`src/rtl/hrp_pkg.sv`:
```
// Package for the HTTP request parser: phase codes, status codes, keyword
// tables and the result record. No dependencies.
package hrp_pkg;

	localparam int BufferBytes = 2048;
	localparam int BcW = $clog2(BufferBytes + 1);
	localparam int PosW = 11;

	// parse phases
	localparam logic [3:0] PH_METHOD    = 4'd0;
	localparam logic [3:0] PH_URL       = 4'd1;
	localparam logic [3:0] PH_VERSION   = 4'd2;
	localparam logic [3:0] PH_HNAME     = 4'd3;
	localparam logic [3:0] PH_CONN_SKIP = 4'd4;
	localparam logic [3:0] PH_CONN_VAL  = 4'd5;
	localparam logic [3:0] PH_HOST_SKIP = 4'd6;
	localparam logic [3:0] PH_HOST_VAL  = 4'd7;
	localparam logic [3:0] PH_LEN_SKIP  = 4'd8;
	localparam logic [3:0] PH_LEN_DIG   = 4'd9;
	localparam logic [3:0] PH_LEN_DONE  = 4'd10;
	localparam logic [3:0] PH_SKIPLINE  = 4'd11;
	localparam logic [3:0] PH_BODY      = 4'd12;
	localparam logic [3:0] PH_DONE      = 4'd13;

	// result status
	localparam logic [1:0] ST_OK      = 2'd0;
	localparam logic [1:0] ST_BAD     = 2'd1;
	localparam logic [1:0] ST_TOO_LONG = 2'd2;

	localparam logic [7:0] CH_CR    = 8'h0D;
	localparam logic [7:0] CH_LF    = 8'h0A;
	localparam logic [7:0] CH_SP    = 8'h20;
	localparam logic [7:0] CH_TAB   = 8'h09;
	localparam logic [7:0] CH_SLASH = 8'h2F;
	localparam logic [7:0] CH_PLUS  = 8'h2B;
	localparam logic [7:0] CH_ZERO  = 8'h30;
	localparam logic [7:0] CH_NINE  = 8'h39;

	// keyword lengths
	localparam logic [4:0] LenGet  = 5'd3;
	localparam logic [4:0] LenVer  = 5'd8;
	localparam logic [4:0] LenPfx  = 5'd7;
	localparam logic [4:0] LenConn = 5'd11;
	localparam logic [4:0] LenHost = 5'd5;
	localparam logic [4:0] LenClen = 5'd15;
	localparam logic [4:0] LenKa   = 5'd10;

	typedef struct packed {
		logic [1:0]  status;
		logic        keep_alive;
		logic [10:0] url_start;
		logic [10:0] url_length;
		logic [10:0] host_start;
		logic [10:0] host_length;
		logic [31:0] declared_length;
		logic [11:0] body_start;
	} result_t;

	function automatic logic [7:0] to_lower(input logic [7:0] b);
		return (b >= 8'h41 && b <= 8'h5A) ? b + 8'd32 : b;
	endfunction

	function automatic logic is_sep(input logic [7:0] b);
		return b == CH_SP || b == CH_TAB;
	endfunction

	// keyword lookups, lower case
	function automatic logic [7:0] kw_get(input logic [4:0] i);
		logic [7:0] c;
		case (i)
			5'd0: c = "g";
			5'd1: c = "e";
			5'd2: c = "t";
			default: c = 8'h00;
		endcase
		return c;
	endfunction

	function automatic logic [7:0] kw_ver(input logic [4:0] i);
		logic [7:0] c;
		case (i)
			5'd0: c = "h";
			5'd1: c = "t";
			5'd2: c = "t";
			5'd3: c = "p";
			5'd4: c = "/";
			5'd5: c = "1";
			5'd6: c = ".";
			5'd7: c = "1";
			default: c = 8'h00;
		endcase
		return c;
	endfunction

	function automatic logic [7:0] kw_pfx(input logic [4:0] i);
		logic [7:0] c;
		case (i)
			5'd0: c = "h";
			5'd1: c = "t";
			5'd2: c = "t";
			5'd3: c = "p";
			5'd4: c = ":";
			5'd5: c = "/";
			5'd6: c = "/";
			default: c = 8'h00;
		endcase
		return c;
	endfunction

	function automatic logic [7:0] kw_conn(input logic [4:0] i);
		logic [7:0] c;
		case (i)
			5'd0: c = "c";
			5'd1: c = "o";
			5'd2: c = "n";
			5'd3: c = "n";
			5'd4: c = "e";
			5'd5: c = "c";
			5'd6: c = "t";
			5'd7: c = "i";
			5'd8: c = "o";
			5'd9: c = "n";
			5'd10: c = ":";
			default: c = 8'h00;
		endcase
		return c;
	endfunction

	function automatic logic [7:0] kw_host(input logic [4:0] i);
		logic [7:0] c;
		case (i)
			5'd0: c = "h";
			5'd1: c = "o";
			5'd2: c = "s";
			5'd3: c = "t";
			5'd4: c = ":";
			default: c = 8'h00;
		endcase
		return c;
	endfunction

	function automatic logic [7:0] kw_clen(input logic [4:0] i);
		logic [7:0] c;
		case (i)
			5'd0: c = "c";
			5'd1: c = "o";
			5'd2: c = "n";
			5'd3: c = "t";
			5'd4: c = "e";
			5'd5: c = "n";
			5'd6: c = "t";
			5'd7: c = "-";
			5'd8: c = "l";
			5'd9: c = "e";
			5'd10: c = "n";
			5'd11: c = "g";
			5'd12: c = "t";
			5'd13: c = "h";
			5'd14: c = ":";
			default: c = 8'h00;
		endcase
		return c;
	endfunction

	function automatic logic [7:0] kw_ka(input logic [4:0] i);
		logic [7:0] c;
		case (i)
			5'd0: c = "k";
			5'd1: c = "e";
			5'd2: c = "e";
			5'd3: c = "p";
			5'd4: c = "-";
			5'd5: c = "a";
			5'd6: c = "l";
			5'd7: c = "i";
			5'd8: c = "v";
			5'd9: c = "e";
			default: c = 8'h00;
		endcase
		return c;
	endfunction

endpackage

```
`src/rtl/hrp_in_if.sv`:
```
// Input channel of the HTTP request parser: one request byte per transaction.
// No dependencies.
interface hrp_in_if;
	logic       valid;
	logic       ready;
	logic [7:0] data_byte;
	logic       new_connection;

	modport source (output valid, output data_byte, output new_connection, input ready);
	modport sink (input valid, input data_byte, input new_connection, output ready);
endinterface

```
`src/rtl/hrp_out_if.sv`:
```
// Output channel of the HTTP request parser: one parse result per transaction.
// No dependencies.
interface hrp_out_if;
	logic        valid;
	logic        ready;
	logic [1:0]  status;
	logic        keep_alive;
	logic [10:0] url_start;
	logic [10:0] url_length;
	logic [10:0] host_start;
	logic [10:0] host_length;
	logic [31:0] declared_length;
	logic [11:0] body_start;

	modport source (output valid, output status, output keep_alive, output url_start,
		output url_length, output host_start, output host_length, output declared_length,
		output body_start, input ready);
	modport sink (input valid, input status, input keep_alive, input url_start,
		input url_length, input host_start, input host_length, input declared_length,
		input body_start, output ready);
endinterface

```
`src/rtl/http_request_parser.sv`:
```
// HTTP/1.1 GET request parser top level.
// Depends on hrp_pkg, hrp_in_if and hrp_out_if.
//
// Takes one request byte per clock while input ready is high. The byte is
// matched against the request line and header keywords in the same cycle it
// is accepted; the parser state and the result register update at that edge.
// Input ready only drops while a finished result waits in the output register
// and the sink is not taking it. After a result, bytes are swallowed until a
// byte arrives with new_connection set. Offsets count from the byte that
// carries new_connection.
module http_request_parser (
	input  logic      clk,
	input  logic      arst_n,
	hrp_in_if.sink    in_ch,
	hrp_out_if.source out_ch
);

	localparam int BcW  = hrp_pkg::BcW;
	localparam int PosW = hrp_pkg::PosW;

	logic [3:0]     phase_q;
	logic [BcW-1:0] bc_q;
	logic [4:0]     mi_q;
	logic [2:0]     cand_q;
	logic           cr_q;
	logic [10:0]    url_off_q, url_size_q, host_off_q, host_size_q;
	logic [31:0]    len_q, body_q;
	logic           linger_q, vm_q;

	logic [3:0]     n_phase;
	logic [BcW-1:0] n_bc;
	logic [4:0]     n_mi;
	logic [2:0]     n_cand;
	logic           n_cr;
	logic [10:0]    n_url_off, n_url_size, n_host_off, n_host_size;
	logic [31:0]    n_len, n_body;
	logic           n_linger, n_vm;
	logic           emit;
	logic [1:0]     emit_st;
	logic [11:0]    emit_bs;

	logic              out_valid_q;
	hrp_pkg::result_t  res_q;
	hrp_pkg::result_t  res_d;
	logic              accept;

	assign in_ch.ready = !out_valid_q || out_ch.ready;
	assign accept = in_ch.valid && in_ch.ready;

	// per-byte parser step
	always_comb begin
		logic [7:0]      b;
		logic [7:0]      c;
		logic [PosW-1:0] pos;
		logic [35:0]     prod;
		logic            ka_step;
		logic            dig_step;
		b = in_ch.data_byte;
		c = hrp_pkg::to_lower(b);
		ka_step = 1'b0;
		dig_step = 1'b0;
		prod = '0;
		emit = 1'b0;
		emit_st = hrp_pkg::ST_OK;
		emit_bs = '0;
		if (in_ch.new_connection) begin
			n_phase = hrp_pkg::PH_METHOD;
			n_bc = '0;
			n_mi = '0;
			n_cand = 3'b111;
			n_cr = 1'b0;
			n_url_off = '0;
			n_url_size = '0;
			n_host_off = '0;
			n_host_size = '0;
			n_len = '0;
			n_body = '0;
			n_linger = 1'b0;
			n_vm = 1'b1;
		end else begin
			n_phase = phase_q;
			n_bc = bc_q;
			n_mi = mi_q;
			n_cand = cand_q;
			n_cr = cr_q;
			n_url_off = url_off_q;
			n_url_size = url_size_q;
			n_host_off = host_off_q;
			n_host_size = host_size_q;
			n_len = len_q;
			n_body = body_q;
			n_linger = linger_q;
			n_vm = vm_q;
		end
		pos = n_bc[PosW-1:0];

		if (n_phase == hrp_pkg::PH_DONE) begin
			emit = 1'b0;
		end else if (n_bc >= BcW'(hrp_pkg::BufferBytes)) begin
			emit = 1'b1;
			emit_st = hrp_pkg::ST_TOO_LONG;
		end else begin
			n_bc = n_bc + 1'b1;
			if (n_phase == hrp_pkg::PH_BODY) begin
				// raw body bytes
				n_body = n_body + 32'd1;
				if (n_body >= n_len) begin
					emit = 1'b1;
					emit_bs = 12'(pos) + 12'd1 - n_body[11:0];
				end
			end else if (n_cr) begin
				// line end
				n_cr = 1'b0;
				if (b != hrp_pkg::CH_LF) begin
					emit = 1'b1;
					emit_st = hrp_pkg::ST_BAD;
				end else begin
					priority if (n_phase == hrp_pkg::PH_METHOD || n_phase == hrp_pkg::PH_URL) begin
						emit = 1'b1;
						emit_st = hrp_pkg::ST_BAD;
					end else if (n_phase == hrp_pkg::PH_VERSION &&
						!(n_vm && n_mi == hrp_pkg::LenVer)) begin
						emit = 1'b1;
						emit_st = hrp_pkg::ST_BAD;
					end else if (n_phase == hrp_pkg::PH_HNAME && n_mi == 5'd0) begin
						if (n_len != 32'd0) begin
							n_phase = hrp_pkg::PH_BODY;
							n_body = '0;
						end else begin
							emit = 1'b1;
							emit_bs = 12'(pos) + 12'd1;
						end
					end else begin
						if (n_phase == hrp_pkg::PH_CONN_VAL && n_vm && n_mi == hrp_pkg::LenKa)
							n_linger = 1'b1;
						n_phase = hrp_pkg::PH_HNAME;
						n_mi = '0;
						n_cand = 3'b111;
						n_vm = 1'b1;
					end
				end
			end else if (b == hrp_pkg::CH_CR) begin
				n_cr = 1'b1;
			end else if (b == hrp_pkg::CH_LF) begin
				emit = 1'b1;
				emit_st = hrp_pkg::ST_BAD;
			end else begin
				// line content
				case (n_phase)
					hrp_pkg::PH_METHOD: begin
						if (hrp_pkg::is_sep(b)) begin
							if (n_mi != hrp_pkg::LenGet) n_vm = 1'b0;
							n_phase = hrp_pkg::PH_URL;
							n_mi = '0;
							n_cand = 3'b001;
						end else if (n_mi < hrp_pkg::LenGet && c == hrp_pkg::kw_get(n_mi)) begin
							n_mi = n_mi + 5'd1;
						end else begin
							n_vm = 1'b0;
						end
					end
					hrp_pkg::PH_URL: begin
						if (hrp_pkg::is_sep(b)) begin
							if (!n_cand[1]) n_vm = 1'b0;
							n_phase = hrp_pkg::PH_VERSION;
							n_mi = '0;
						end else begin
							if (!n_cand[1] && b == hrp_pkg::CH_SLASH &&
								(n_mi == 5'd0 || (n_mi >= hrp_pkg::LenPfx && n_cand[0]))) begin
								n_cand[1] = 1'b1;
								n_url_off = pos;
								n_url_size = '0;
							end
							if (n_cand[1]) n_url_size = n_url_size + 11'd1;
							if (n_mi < hrp_pkg::LenPfx) begin
								if (c != hrp_pkg::kw_pfx(n_mi)) n_cand[0] = 1'b0;
								n_mi = n_mi + 5'd1;
							end
						end
					end
					hrp_pkg::PH_VERSION: begin
						if (n_mi < hrp_pkg::LenVer && c == hrp_pkg::kw_ver(n_mi))
							n_mi = n_mi + 5'd1;
						else
							n_vm = 1'b0;
					end
					hrp_pkg::PH_HNAME: begin
						if (n_cand[0] && !(n_mi < hrp_pkg::LenConn && c == hrp_pkg::kw_conn(n_mi)))
							n_cand[0] = 1'b0;
						if (n_cand[1] && !(n_mi < hrp_pkg::LenHost && c == hrp_pkg::kw_host(n_mi)))
							n_cand[1] = 1'b0;
						if (n_cand[2] && !(n_mi < hrp_pkg::LenClen && c == hrp_pkg::kw_clen(n_mi)))
							n_cand[2] = 1'b0;
						n_mi = n_mi + 5'd1;
						priority if (n_cand[0] && n_mi == hrp_pkg::LenConn) begin
							n_phase = hrp_pkg::PH_CONN_SKIP;
							n_mi = '0;
							n_vm = 1'b1;
						end else if (n_cand[1] && n_mi == hrp_pkg::LenHost) begin
							n_phase = hrp_pkg::PH_HOST_SKIP;
							n_host_off = '0;
							n_host_size = '0;
						end else if (n_cand[2] && n_mi == hrp_pkg::LenClen) begin
							n_phase = hrp_pkg::PH_LEN_SKIP;
							n_len = '0;
						end else if (n_cand == 3'b000) begin
							n_phase = hrp_pkg::PH_SKIPLINE;
						end else begin
							n_phase = hrp_pkg::PH_HNAME;
						end
					end
					hrp_pkg::PH_CONN_SKIP: begin
						if (!hrp_pkg::is_sep(b)) begin
							n_phase = hrp_pkg::PH_CONN_VAL;
							ka_step = 1'b1;
						end
					end
					hrp_pkg::PH_CONN_VAL: ka_step = 1'b1;
					hrp_pkg::PH_HOST_SKIP: begin
						if (!hrp_pkg::is_sep(b)) begin
							n_phase = hrp_pkg::PH_HOST_VAL;
							n_host_off = pos;
							n_host_size = 11'd1;
						end
					end
					hrp_pkg::PH_HOST_VAL: n_host_size = n_host_size + 11'd1;
					hrp_pkg::PH_LEN_SKIP: begin
						if (hrp_pkg::is_sep(b)) begin
							n_phase = hrp_pkg::PH_LEN_SKIP;
						end else if (b == hrp_pkg::CH_PLUS) begin
							n_phase = hrp_pkg::PH_LEN_DIG;
						end else if (b < hrp_pkg::CH_ZERO || b > hrp_pkg::CH_NINE) begin
							n_phase = hrp_pkg::PH_LEN_DONE;
						end else begin
							n_phase = hrp_pkg::PH_LEN_DIG;
							dig_step = 1'b1;
						end
					end
					hrp_pkg::PH_LEN_DIG: dig_step = 1'b1;
					default: n_phase = n_phase;
				endcase
				// keep-alive value compare
				if (ka_step) begin
					if (n_mi < hrp_pkg::LenKa && c == hrp_pkg::kw_ka(n_mi))
						n_mi = n_mi + 5'd1;
					else
						n_vm = 1'b0;
				end
				// decimal digit: value*10 + digit, saturating
				if (dig_step) begin
					if (b >= hrp_pkg::CH_ZERO && b <= hrp_pkg::CH_NINE) begin
						prod = {1'b0, n_len, 3'b000} + {3'b000, n_len, 1'b0}
							+ {32'd0, 4'(b - hrp_pkg::CH_ZERO)};
						n_len = (prod[35:32] != 4'd0) ? 32'hFFFF_FFFF : prod[31:0];
					end else begin
						n_phase = hrp_pkg::PH_LEN_DONE;
					end
				end
			end
		end
		if (emit) n_phase = hrp_pkg::PH_DONE;
	end

	// result record, zeroed on error
	always_comb begin
		res_d = '0;
		res_d.status = emit_st;
		if (emit_st == hrp_pkg::ST_OK) begin
			res_d.keep_alive = n_linger;
			res_d.url_start = n_url_off;
			res_d.url_length = n_url_size;
			res_d.host_start = n_host_off;
			res_d.host_length = n_host_size;
			res_d.declared_length = n_len;
			res_d.body_start = emit_bs;
		end
	end

	// parser state
	always_ff @(posedge clk or negedge arst_n) begin
		if (!arst_n) begin
			phase_q <= hrp_pkg::PH_METHOD;
			bc_q <= '0;
			mi_q <= '0;
			cand_q <= 3'b111;
			cr_q <= 1'b0;
			url_off_q <= '0;
			url_size_q <= '0;
			host_off_q <= '0;
			host_size_q <= '0;
			len_q <= '0;
			body_q <= '0;
			linger_q <= 1'b0;
			vm_q <= 1'b1;
		end else if (accept) begin
			phase_q <= n_phase;
			bc_q <= n_bc;
			mi_q <= n_mi;
			cand_q <= n_cand;
			cr_q <= n_cr;
			url_off_q <= n_url_off;
			url_size_q <= n_url_size;
			host_off_q <= n_host_off;
			host_size_q <= n_host_size;
			len_q <= n_len;
			body_q <= n_body;
			linger_q <= n_linger;
			vm_q <= n_vm;
		end
	end

	// output register
	always_ff @(posedge clk or negedge arst_n) begin
		if (!arst_n) begin
			out_valid_q <= 1'b0;
		end else if (accept && emit) begin
			out_valid_q <= 1'b1;
		end else if (out_ch.ready) begin
			out_valid_q <= 1'b0;
		end
	end

	always_ff @(posedge clk) begin
		if (accept && emit) res_q <= res_d;
	end

	assign out_ch.valid = out_valid_q;
	assign out_ch.status = res_q.status;
	assign out_ch.keep_alive = res_q.keep_alive;
	assign out_ch.url_start = res_q.url_start;
	assign out_ch.url_length = res_q.url_length;
	assign out_ch.host_start = res_q.host_start;
	assign out_ch.host_length = res_q.host_length;
	assign out_ch.declared_length = res_q.declared_length;
	assign out_ch.body_start = res_q.body_start;

`ifndef ASSERT_OFF
	a_done_after_result: assert property (@(posedge clk) disable iff (!arst_n)
		accept && emit |=> phase_q == hrp_pkg::PH_DONE)
		else $error("parser not parked after result");
	a_count_bound: assert property (@(posedge clk) disable iff (!arst_n)
		bc_q <= BcW'(hrp_pkg::BufferBytes))
		else $error("byte count beyond buffer");
	a_error_zero: assert property (@(posedge clk) disable iff (!arst_n)
		out_valid_q && res_q.status != hrp_pkg::ST_OK |->
		res_q.declared_length == 32'd0 && !res_q.keep_alive && res_q.url_length == 11'd0)
		else $error("error result carries fields");
`endif

endmodule
```
`src/flat_wrapper.sv`:
```
// flat-port wrapper written by rule: the top's interface ports become plain ports
module http_request_parser_flat 
  (clk, arst_n, in_ch_valid, in_ch_data_byte, in_ch_new_connection, in_ch_ready, out_ch_valid, out_ch_status, out_ch_keep_alive, out_ch_url_start, out_ch_url_length, out_ch_host_start, out_ch_host_length, out_ch_declared_length, out_ch_body_start, out_ch_ready);
  hrp_in_if in_ch_i ();
  hrp_out_if out_ch_i ();
  input  logic clk;
  input  logic arst_n;
  input wire logic [$bits(in_ch_i.valid)-1:0] in_ch_valid;
  input wire logic [$bits(in_ch_i.data_byte)-1:0] in_ch_data_byte;
  input wire logic [$bits(in_ch_i.new_connection)-1:0] in_ch_new_connection;
  output wire logic [$bits(in_ch_i.ready)-1:0] in_ch_ready;
  output wire logic [$bits(out_ch_i.valid)-1:0] out_ch_valid;
  output wire logic [$bits(out_ch_i.status)-1:0] out_ch_status;
  output wire logic [$bits(out_ch_i.keep_alive)-1:0] out_ch_keep_alive;
  output wire logic [$bits(out_ch_i.url_start)-1:0] out_ch_url_start;
  output wire logic [$bits(out_ch_i.url_length)-1:0] out_ch_url_length;
  output wire logic [$bits(out_ch_i.host_start)-1:0] out_ch_host_start;
  output wire logic [$bits(out_ch_i.host_length)-1:0] out_ch_host_length;
  output wire logic [$bits(out_ch_i.declared_length)-1:0] out_ch_declared_length;
  output wire logic [$bits(out_ch_i.body_start)-1:0] out_ch_body_start;
  input wire logic [$bits(out_ch_i.ready)-1:0] out_ch_ready;
  assign in_ch_i.valid = in_ch_valid;
  assign in_ch_i.data_byte = in_ch_data_byte;
  assign in_ch_i.new_connection = in_ch_new_connection;
  assign in_ch_ready = in_ch_i.ready;
  assign out_ch_valid = out_ch_i.valid;
  assign out_ch_status = out_ch_i.status;
  assign out_ch_keep_alive = out_ch_i.keep_alive;
  assign out_ch_url_start = out_ch_i.url_start;
  assign out_ch_url_length = out_ch_i.url_length;
  assign out_ch_host_start = out_ch_i.host_start;
  assign out_ch_host_length = out_ch_i.host_length;
  assign out_ch_declared_length = out_ch_i.declared_length;
  assign out_ch_body_start = out_ch_i.body_start;
  assign out_ch_i.ready = out_ch_ready;
  http_request_parser u_core (.clk(clk), .arst_n(arst_n), .in_ch(in_ch_i), .out_ch(out_ch_i));
endmodule
```
`config.mk`:
```
export PLATFORM = sky130hd
export DESIGN_NAME = http_request_parser_flat
export DESIGN_NICKNAME = d
export VERILOG_FILES = /design/src/rtl/hrp_pkg.sv /design/src/rtl/hrp_in_if.sv /design/src/rtl/hrp_out_if.sv /design/src/rtl/http_request_parser.sv /design/src/flat_wrapper.sv
export SDC_FILE = /design/constraint.sdc
export NUM_CORES = 1
export LEC_CHECK = 0
export ABC_AREA = 1
export BUFFER_PORTS_ARGS = -buffer_cell sky130_fd_sc_hd__buf_2
export CAP_MARGIN = 20
export CORE_MARGIN = 4
export CORE_UTILIZATION = 30
export CTS_BUF_LIST = sky130_fd_sc_hd__clkbuf_4
export DETAILED_ROUTE_END_ITERATION = 16
export REMOVE_ABC_BUFFERS = 1
export SYNTH_ARGS = -nofsm -noshare
export SYNTH_HDL_FRONTEND = slang
export SYNTH_SLANG_ARGS = --single-unit
```
`constraint.sdc`:
```
create_clock -name clk -period 9 [get_ports clk]
set_input_delay 0.45 -clock clk [delete_from_list [all_inputs] [get_ports clk]]
set_output_delay 0.45 -clock clk [all_outputs]
set_load 0.005 [all_outputs]
```
# ---- Word level (Yosys, flattened, before mapping)
# Memory sizes are Yosys's and may differ from the RTL's.
# Index checks and enable logic that the tools add are counted.
dict set report totals {
  rom_bits 384
  memories 4
  out_inout_bits 93
  register_bits 227
}
dict set report op_classes {
  reduce_logical 46
  n_eq_ne 37
  n_bitwise 1
  magnitude_cmp 16
  n_addsub 12
  mux 333
}
# memory depth word_bits rd rd_clocked_by_memory_dff write_ports line
set mem_list {}
lappend mem_list {{(name not given)} 16 7 1 0 0 hrp_pkg.sv:112} ;# case (i)
lappend mem_list {{(name not given)} 16 7 1 0 0 hrp_pkg.sv:144} ;# case (i)
lappend mem_list {{(name not given)} 16 7 1 0 0 hrp_pkg.sv:167} ;# case (i)
lappend mem_list {{(name not given)} 8 6 1 0 0 hrp_pkg.sv:81} ;# case (i)
# op count
set ops {}
lappend ops {{two-way mux 32 bit} 30}
lappend ops {{two-way mux 11 bit} 49}
lappend ops {{two-way mux 8 bit} 57}
lappend ops {{two-way mux 12 bit} 11}
lappend ops {{two-way mux 5 bit} 25}
lappend ops {{two-way mux 1 bit} 103}
lappend ops {{two-way mux 4 bit} 25}
lappend ops {{case mux 7 bit (5 select lines)} 2}
lappend ops {{equality test 8 bit} 6}
lappend ops {{adder 35 x 33 -> 36 bit} 1}
lappend ops {{adder 36 x 4 -> 36 bit} 1}
lappend ops {{two-way mux 3 bit} 12}
lappend ops {{case mux 11 bit (3 select lines)} 1}
lappend ops {{adder 32 x 1 -> 32 bit (second input constant)} 1}
lappend ops {{>= comparator 32 bit} 1}
lappend ops {{nonzero test 32 bit} 1}
lappend ops {{equality test 8 x 4 -> 1 bit (second input constant)} 3}
lappend ops {{equality test 8 x 6 -> 1 bit (second input constant)} 3}
lappend ops {{logical AND 1 bit} 24}
lappend ops {{case mux 4 bit (6 select lines)} 1}
lappend ops {{adder 11 x 1 -> 11 bit (second input constant)} 2}
lappend ops {{case mux 11 bit (2 select lines)} 1}
lappend ops {{case mux 7 bit (3 select lines)} 1}
lappend ops {{equality test 5 x 3 -> 1 bit (second input constant)} 4}
lappend ops {{other kinds (43)} 80}

# ---- Depth between registers and ports, before layout
# Gate-level depths: netlist (run 1).
# An unclocked memory read counts as a cell.
dict set report logic_depth {
  word_depth 50
  ltp_mapped 47
}

# ---- Worst setup path before layout (run 1)
# No wires, ideal clock.
dict set report synth_timing {
  path_type {input -> register}
  startpoint {input in_ch_new_connection}
  endpoint {register u_core.res_q, in the netlist u_core.out_ch.body_start[0], enable pin}
  t_arrival_ns 8.804
  t_required_ns 8.459
  path_stages 36
  path_slack_ns -0.345
  n_path_buf 7
  path_cell_list {buf_6 buf_2 buf_2 buf_2 buf_1 clkbuf_1 buf_1 nor2_1 ha_1 nand2_1 nor3_2 nand3_1 nor2_1 nand3_1 nor2_2 nand2_1 nor2_1 and3_1 nand3_1 nor2_1 nand3_1 nor2_1 nand3_1 xor2_1 inv_1 ha_1 nand2_1 inv_1 nand3_1 nor2_1 nand3_1 o21ai_0 nand2_1 nand3_1 nand2_1 nor2_1}
}
dict set report synth_between {
  elab_chain_len 13
}
# element line
set synth_lines {}
lappend synth_lines {{start, declared} flat_wrapper.sv:10} ;# input wire logic [$bits(in_ch_i.new_connection)-1:0] in_ch_new_connection;
lappend synth_lines {{branches (longest 11 deep; another with adder 32 x 1 -> 32 bit)} -}
lappend synth_lines {{two-way mux 1 bit (*)} http_request_parser.sv:97} ;# if (n_phase == hrp_pkg::PH_DONE) begin
lappend synth_lines {{logical AND 1 bit (*)} http_request_parser.sv:324} ;# if (accept && emit) res_q <= res_d;
lappend synth_lines {{end signal, assigned} http_request_parser.sv:324}
lappend synth_lines {{end, declared} http_request_parser.sv:43} ;# hrp_pkg::result_t res_q;
# Mark *: on every way between the ends.
# A chain may end at the register's enable or synchronous reset.

# ---- Final worst setup path (run 1)
dict set report layout_timing {
  startpoint {register u_core.mi_q[3]}
  endpoint {register u_core.res_q, in the netlist u_core.out_ch.declared_length[31], data pin}
}
dict set report layout_between {
  elab_chain_len 45
}
# element line
set layout_lines {}
lappend layout_lines {{start, declared} http_request_parser.sv:23} ;# logic [4:0] mi_q;
lappend layout_lines {{start signal, assigned} http_request_parser.sv:298} ;# mi_q <= n_mi;
lappend layout_lines {{two-way mux 5 bit (*)} http_request_parser.sv:66} ;# if (in_ch.new_connection) begin
lappend layout_lines {{memory (16 x 7 bit)} -}
lappend layout_lines {{two-way mux 8 bit} hrp_pkg.sv:144}
lappend layout_lines {{two-way mux 8 bit} http_request_parser.sv:149} ;# case (n_phase)
lappend layout_lines {{two-way mux 8 bit} http_request_parser.sv:144} ;# end else if (b == hrp_pkg::CH_LF) begin
lappend layout_lines {{two-way mux 8 bit} http_request_parser.sv:142} ;# end else if (b == hrp_pkg::CH_CR) begin
lappend layout_lines {{two-way mux 8 bit} http_request_parser.sv:111} ;# end else if (n_cr) begin
lappend layout_lines {{two-way mux 8 bit} http_request_parser.sv:104} ;# if (n_phase == hrp_pkg::PH_BODY) begin
lappend layout_lines {{(+29 left out)} -}
lappend layout_lines {{two-way mux 32 bit} http_request_parser.sv:251} ;# if (b >= hrp_pkg::CH_ZERO && b <= hrp_pkg::CH_NINE) begin
lappend layout_lines {{two-way mux 32 bit} http_request_parser.sv:250} ;# if (dig_step) begin
lappend layout_lines {{two-way mux 32 bit} http_request_parser.sv:144}
lappend layout_lines {{two-way mux 32 bit} http_request_parser.sv:142}
lappend layout_lines {{two-way mux 32 bit} http_request_parser.sv:111}
lappend layout_lines {{two-way mux 32 bit} http_request_parser.sv:104}
lappend layout_lines {{two-way mux 32 bit} http_request_parser.sv:99} ;# end else if (n_bc >= BcW'(hrp_pkg::BufferBytes)) begin
lappend layout_lines {{two-way mux 32 bit} http_request_parser.sv:97}
# Mark *: on every way between the ends. The rest lies on a longest branch, timed or not. The select of a mux whose other input is x is not followed.

==> impl_metrics.yaml, run 1 <==
yosys:
  share_of_synthesized_area_occupied_by_flip_flops_and_latches_pct: 31.2
  ys_async_sr_fraction_pct: 59.9
  yosys_synthesis_warning_count: 0
  synth.ff_latch_count: 227
  synth_edf_count: 91
  synth_ff_type: "sky130_fd_sc_hd__dfrtp_1"
  yosysMostFrequentCell: "sky130_fd_sc_hd__nand2_1"
  ys_top_cells_by_area: "sky130_fd_sc_hd__dfrtp_1, sky130_fd_sc_hd__edfxtp_1, sky130_fd_sc_hd__nand2_1"
  post-synth-top-area-fraction_pct: 16.8
  synth.largest_area_cell: "sky130_fd_sc_hd__dfrtp_1"
  synth_area_per_cell_um2: 6.86
  synth_cell_area_mm2: 0.0197
  synth_cell_types: 73
  synth_commonest_cells: "sky130_fd_sc_hd__nand2_1, sky130_fd_sc_hd__nor2_1, sky130_fd_sc_hd__inv_1"
  netlist_instances: 2866
power:
  p_int_mw: 2.30
  power_density_mw_per_mm2: 190
  switching_share_pct: 44.6
  power_mw: 4.14
  p_comb_share_pct: 43.0
  power.leakage_nw: 10.3
  net-switching-power_mw: 1.85
  irDropWorstVdd_mv: 0.0762
  clock_power_share_pct: 25.6
  power.share.sequential_pct: 31.5
sta:
  finalCritPeriodShare_pct: 82.1
  hold_viol_final: 0
  postLayoutSetupSlackWorst_ps: 1610
  setup_violations: 0
  finalSetupTns_ps: 0
  max_freq_mhz: 135
  worstMarginPinSlew_ps: 992
  slew_viol_final: 0
  timing.clock.skew_ps: 56.2
  timing.slew.headroom_pct: 33.8
  fin_crit_period_ps: 7390
  unrepaired_setup_endpoints_after_global_routing: "no"
detailed_routing:
  post-route-drc-count: 0
  avgViaCountPerCell: 5.12
  detailedRoute.firstPassIterationCount: 6
  ant_nets: 0
  detailroute.via_count: 19720
  wl_per_cell_um: 17.1
  postRouteWirelength_mm: 65.8
  drt-initial-drc-count: 1712
grt:
  overflow: 0
  grt_usage_pct: 18.2
  maximum_number_of_pins_on_one_net_before_global_route_repair: 79
  grt_pass1_wl_mm: 104
  first_global_vias: 18399
  initial_antenna_violation_count: 4
setup_path:
  critical_path.max_stage_delay_ps: 670
  critical_path.max_fanout: 32
  worst_ep_required_time_ps: 9530
  critical-path-top-cell-by-count: "sky130_fd_sc_hd__nand2_1"
  cp_top_family: "simple AND/OR/NAND/NOR gates"
  setup.worst_path.class: "flop to flop"
  critPathLaunchType: "flop"
  crit_slowest_cell: "sky130_fd_sc_hd__nor2_4"
  reg2reg_from: "u_core.mi_q[3]$_DFFE_PN0P_"
  critPathCaptureType: "flop"
  timing.critical_path.from: "u_core.mi_q[3]$_DFFE_PN0P_"
  timing.critical_path.buf_inv: 3
  timing.critical_path.arrival_ps: 7920
clock_network:
  numClockSinks: 227
  cts.reportedPaths.clkPinSlew_ps: 70
  clk_latency_ps: 830
  cts.path.max_buffers: 3
  tritoncts_clock_tree: "done"
  clock_root_buffer: "sky130_fd_sc_hd__clkbuf_4"
  cts_made_buffers: 61
  postCtsSetupRepairBufs: 0
  htree_num_levels: 2
die:
  initial_core_utilization_pct: 30.4
  placeableCoreArea_mm2: 0.0647
  dieWidth_um: 264
  fp.dieH_um: 264
  fp-row-count: 93
  boundaryPins: 106
  die-area_mm2: 0.0697
cells_and_area:
  fillers: 7133
  layout.cell_area.non_filler_mm2: 0.0219
  area.growth.synth_to_final_pct: 11.2
  layout.core_utilization_pct: 33.8
  nets: 3083
  post_route_cells_drive_above_1_share_pct: 11.3
placement:
  io_buffers: 105
  placed_area_mm2: 0.0210
  dpl.hpwl_mm: 47.0
  gp_congestion: 0.941
  pre_cts_ws_ps: 1440
min_path:
  worst_hold_startpoint: "in_ch_new_connection"
  class_of_the_most_critical_hold_timing_path: "input port to flop"
job:
  maxCapViolations: 0
run_status:
  status: "complete, no violations"
[per-layer routing]
metal | global-route usage, % | vias to the layer above | routed length [µm]
met4 | 6.27 | 2 | 2270
li1 | - | 9763 | -
met5 | 0 | - | 7
met1 | 25.2 | 9138 | 29700
met2 | 29.2 | 693 | 29500
met3 | 2.68 | 124 | 4270
[per-stage QoR]
| step | cells | hold WS (ps) |
|---|---|---|
| after detailed placement | 3737 | 468 |
| final | 3855 | 147 |
| after global placement | 3737 | 463 |
| after global routing | 3855 | 78.3 |
| after CTS | 3853 | 61.7 |
| after floorplan | 2753 | 154 |
[cell usage in the layout, fill, tap and decap left out, drive strengths merged, types with 5 or more instances in the layout]
cell type  netlist  routed
inv            353     355
o21bai           5       5
a21oi          165     165
bufinv           0       5
or2              9       9
nand4           31      31
clkinv           9      40
a22oi           13      13
dfrtp          132     132
nor2           396     396
nand3          207     207
o21ai          232     232
o2111ai          5       5
nand3b           6       6
o32ai            6       6
xor2            48      48
xnor2           28      28
edfxtp          91      91
a221oi          10      10
clkbuf          61      76
buf             52     129
a31oi           22      22
o221ai           7       7
nand2          686     686
nor3            33      33
o211ai          42      42
ha             121     121
o21a             6       6
a21boi           5       5
a211oi          18      18
o22ai           16      16
nor4             8       8
o31ai           10      10
[layout make-up]
| class | count | area [µm²] | share of cell area (%) |
|---|---|---|---|
| flip-flops and latches | 227 | 6140 | 28.1 |
| multi-input cells | 2164 | 11700 | 53.4 |
| well taps | 855 | 1070 | 4.90 |
| repair buffers | 130 | 737 | 3.37 |
| inverters | 362 | 1360 | 6.24 |
| diodes | 2 | 5.00 | 0.0229 |
| clock buffers | 76 | 571 | 2.61 |
| clock inverters | 39 | 303 | 1.39 |
[logic make-up after synthesis]
group | Yosys count | synth area share [%]
DFF | 227 | 31.2
AOI/OAI and AO/OA | 581 | 17.4
adders and majority gates | 124 | 8.01
buffers and inverters | 475 | 9.47
xor gates and xnor gates | 76 | 3.43
and+or+nand+nor | 1383 | 30.4
[power groups by stage]
stage / clock (mW) / combinational [mW] / sequential (mW)
global placement: 0 / 1.75 / 1.32
detailed placement: 0 / 1.76 / 1.32
floorplan: 0 / 1.22 / 1.31
global route: 1.15 / 2.01 / 1.32
finish: 1.06 / 1.78 / 1.30
CTS: 1.10 / 1.77 / 1.30
[registers in the layout (all words and copies together), names as in the netlist]
| name | count |
|---|---|
| u_core.cand_q | 3 |
| u_core.out_ch.url_length | 11 |
| u_core.out_ch.keep_alive | 1 |
| u_core.bc_q | 12 |
| u_core.out_ch.host_start | 11 |
| u_core.host_size_q | 11 |
| u_core.out_ch.valid | 1 |
| u_core.url_off_q | 11 |
| u_core.phase_q | 4 |
| u_core.len_q | 32 |
| u_core.out_ch.url_start | 11 |
| u_core.out_ch.host_length | 11 |
| u_core.out_ch.declared_length | 32 |
| u_core.out_ch.body_start | 12 |
| u_core.mi_q | 5 |
| u_core.out_ch.status | 2 |
| u_core.cr_q | 1 |
| u_core.host_off_q | 11 |
| u_core.vm_q | 1 |
| u_core.url_size_q | 11 |
| u_core.linger_q | 1 |
| u_core.body_q | 32 |
[path summary, 6_finish.rpt]
kind                       cells past startpoint                                               to  slack [ps]
min reg2reg                                    2                     u_core.len_q[12]$_DFFE_PN0P_         480
max reg2reg                                   38  u_core.out_ch.declared_length[31]$_SDFFCE_PP0P_        1610
min                                            4                      u_core.bc_q[11]$_DFFE_PN0P_         150
max in group asynchronous                      3                      u_core.linger_q$_DFFE_PN0P_        7300
min in group asynchronous                      2                     u_core.len_q[30]$_DFFE_PN0P_         280
max                                           38  u_core.out_ch.declared_length[31]$_SDFFCE_PP0P_        1610
[what timing repair did]
item / 4_1_cts / 5_1_grt
endpoints found under the hold margin: 76 / 0
resized for setup: 0 / 0
hold buffers: 1 / 0
[tightest hold or removal path, cell delays in order]
cell and delay (ps):
sky130_fd_sc_hd__buf_4 110, sky130_fd_sc_hd__inv_4 100, sky130_fd_sc_hd__o21ai_0 170, sky130_fd_sc_hd__nand2_1 60
No activity file was read; power rests on OpenSTA's default activity.
==> run 2, diff against run 1 <==
==> constraint.sdc (replaced) <==
create_clock -name clk -period 7.5 [get_ports clk]
set_input_delay 0.375 -clock clk [delete_from_list [all_inputs] [get_ports clk]]
set_output_delay 0.375 -clock clk [all_outputs]
set_load 0.005 [all_outputs]
==> impl_metrics.yaml, run 2 (synthesized netlist as in run 1, its figures left out) <==
clock_network:
  postCtsSetupRepairBufs: 0
  htree_num_levels: 3
  cts.path.max_buffers: 3
  cts.reportedPaths.clkPinSlew_ps: 70
  numClockSinks: 227
  clk_latency_ps: 820
  tritoncts_clock_tree: "done"
  clock_root_buffer: "sky130_fd_sc_hd__clkbuf_4"
  cts_made_buffers: 69
grt:
  first_global_vias: 18528
  maximum_number_of_pins_on_one_net_before_global_route_repair: 99
  initial_antenna_violation_count: 3
  overflow: 0
  grt_usage_pct: 18.3
  grt_pass1_wl_mm: 104
cells_and_area:
  post_route_cells_drive_above_1_share_pct: 12.1
  area.growth.synth_to_final_pct: 11.8
  most_frequent_cells_in_the_layout: "sky130_fd_sc_hd__nand2_1, sky130_fd_sc_hd__nor2_1, sky130_fd_sc_hd__inv_1, sky130_fd_sc_hd__o21ai_0, sky130_fd_sc_hd__nand3_1"
  layout_commonest_cell: "sky130_fd_sc_hd__nand2_1"
  layout.core_utilization_pct: 34.0
  nets: 3094
sta:
  timing.clock.skew_ps: 82.4
  hold_viol_final: 0
  slew_viol_final: 0
  max_freq_mhz: 148
  worstMarginPinSlew_ps: 1010
  postLayoutSetupSlackWorst_ps: 750
  finalCritPeriodShare_pct: 90.0
  fin_crit_period_ps: 6750
  unrepaired_setup_endpoints_after_global_routing: "no"
  timing.slew.headroom_pct: 32.6
  setup_violations: 0
detailed_routing:
  avgViaCountPerCell: 5.10
  postRouteWirelength_mm: 65.3
  detailedRoute.firstPassIterationCount: 7
  wl_per_cell_um: 16.9
  detailroute.via_count: 19759
  drt-initial-drc-count: 1756
  ant_nets: 0
  post-route-drc-count: 0
min_path:
  class_of_the_most_critical_hold_timing_path: "input port to async pin"
setup_path:
  critical_path.max_fanout: 20
  timing.critical_path.arrival_ps: 7240
  critical_path.max_stage_delay_ps: 600
  timing.critical_path.from: "u_core.mi_q[3]$_DFFE_PN0P_"
  setup.worst_path.class: "flop to flop"
  reg2reg_setup_slack_ps: 750
  critPathLaunchType: "flop"
  reg2reg_from: "u_core.mi_q[3]$_DFFE_PN0P_"
  critical-path-top-cell-by-count: "sky130_fd_sc_hd__nand2_1"
  critPathCaptureType: "flop"
  crit_slowest_cell: "sky130_fd_sc_hd__dfrtp_1"
  worst_ep_required_time_ps: 7990
die:
  initial_core_utilization_pct: 30.4
  fp.dieH_um: 264
  die-area_mm2: 0.0697
  boundaryPins: 106
  placeableCoreArea_mm2: 0.0647
  dieWidth_um: 264
  fp-row-count: 93
placement:
  gp_congestion: 1.01
  dpl.hpwl_mm: 47.3
  io_buffers: 105
  pre_cts_ws_ps: 651
power:
  power_density_mw_per_mm2: 232
  power_mw: 5.09
  irDropWorstVdd_mv: 0.0958
  power.leakage_nw: 10.4
run_status:
  status: "complete, no violations"
job:
  maxCapViolations: 0
==> run 2: area by class of cell <==
class                      instances  area, µm²
fill                            7120      42700
multi-input combinational       2164      11700
sequential                       227       6140
inverter                         362       1360
tap                              855       1070
clock buffer                     105        788
timing repair buffer             133        759
clock inverter                    22        174
antenna                            5       12.5
==> run 2: worst max-delay path, delay by kind of cell, from the launching register on <==
family                     cells  cell delay (ps)
and+or+nand+nor               25             3010
AOI/OAI and AO/OA              6             1050
adders and majority gates      3              990
DFF                            1              600
buffers and inverters          3              480
xor gates and xnor gates       2              320
==> run 2: final timing paths <==
kind / endpoint / cells past startpoint
worst max-delay path: u_core.out_ch.declared_length[1]$_SDFFCE_PP0P_ / 39
worst min-delay path: u_core.body_q[22]$_DFFE_PN0P_ / 2
worst max register to register: u_core.out_ch.declared_length[1]$_SDFFCE_PP0P_ / 39
worst min register to register: u_core.len_q[13]$_DFFE_PN0P_ / 2
max in group asynchronous: u_core.len_q[7]$_DFFE_PN0P_ / 3
min in group clk: u_core.out_ch.valid$_DFFE_PN0P_ / 4
==> run 2: metal layers <==
layer / track usage [%] / routed length [µm] / up-vias
li1: - / - / 9801
met1: 25.1 / 29300 / 9165
met2: 29.0 / 29300 / 670
met3: 3.19 / 4510 / 121
met4: 6.98 / 2210 / 2
met5: 0 / 20 / -
==> run 2: timing repair <==
| action | in CTS | in global routing |
|---|---|---|
| hold endpoints to repair | 42 | 0 |
| hold buffers | 1 | 0 |
| gates resized for setup | 0 | 0 |
==> run 2: through the flow <==
stage	setup TNS [ps]	instances	hold WS [ps]	area [µm²]
floorplan	-47070	2753	79.4	19200
global placement	0	3740	350	21000
detailed placement	0	3740	348	21000
CTS	0	3868	41.8	22000
global route	0	3871	75.0	22000
finish	0	3873	84.7	22000
==> run 2: report_power, final <==
| part | internal [mW] | leakage [nW] | switching (mW) |
|---|---|---|---|
| Sequential | 1.46 | 2.68 | 0.102 |
| Clock | 0.745 | 0.565 | 0.622 |
| Combinational | 0.635 | 7.11 | 1.52 |
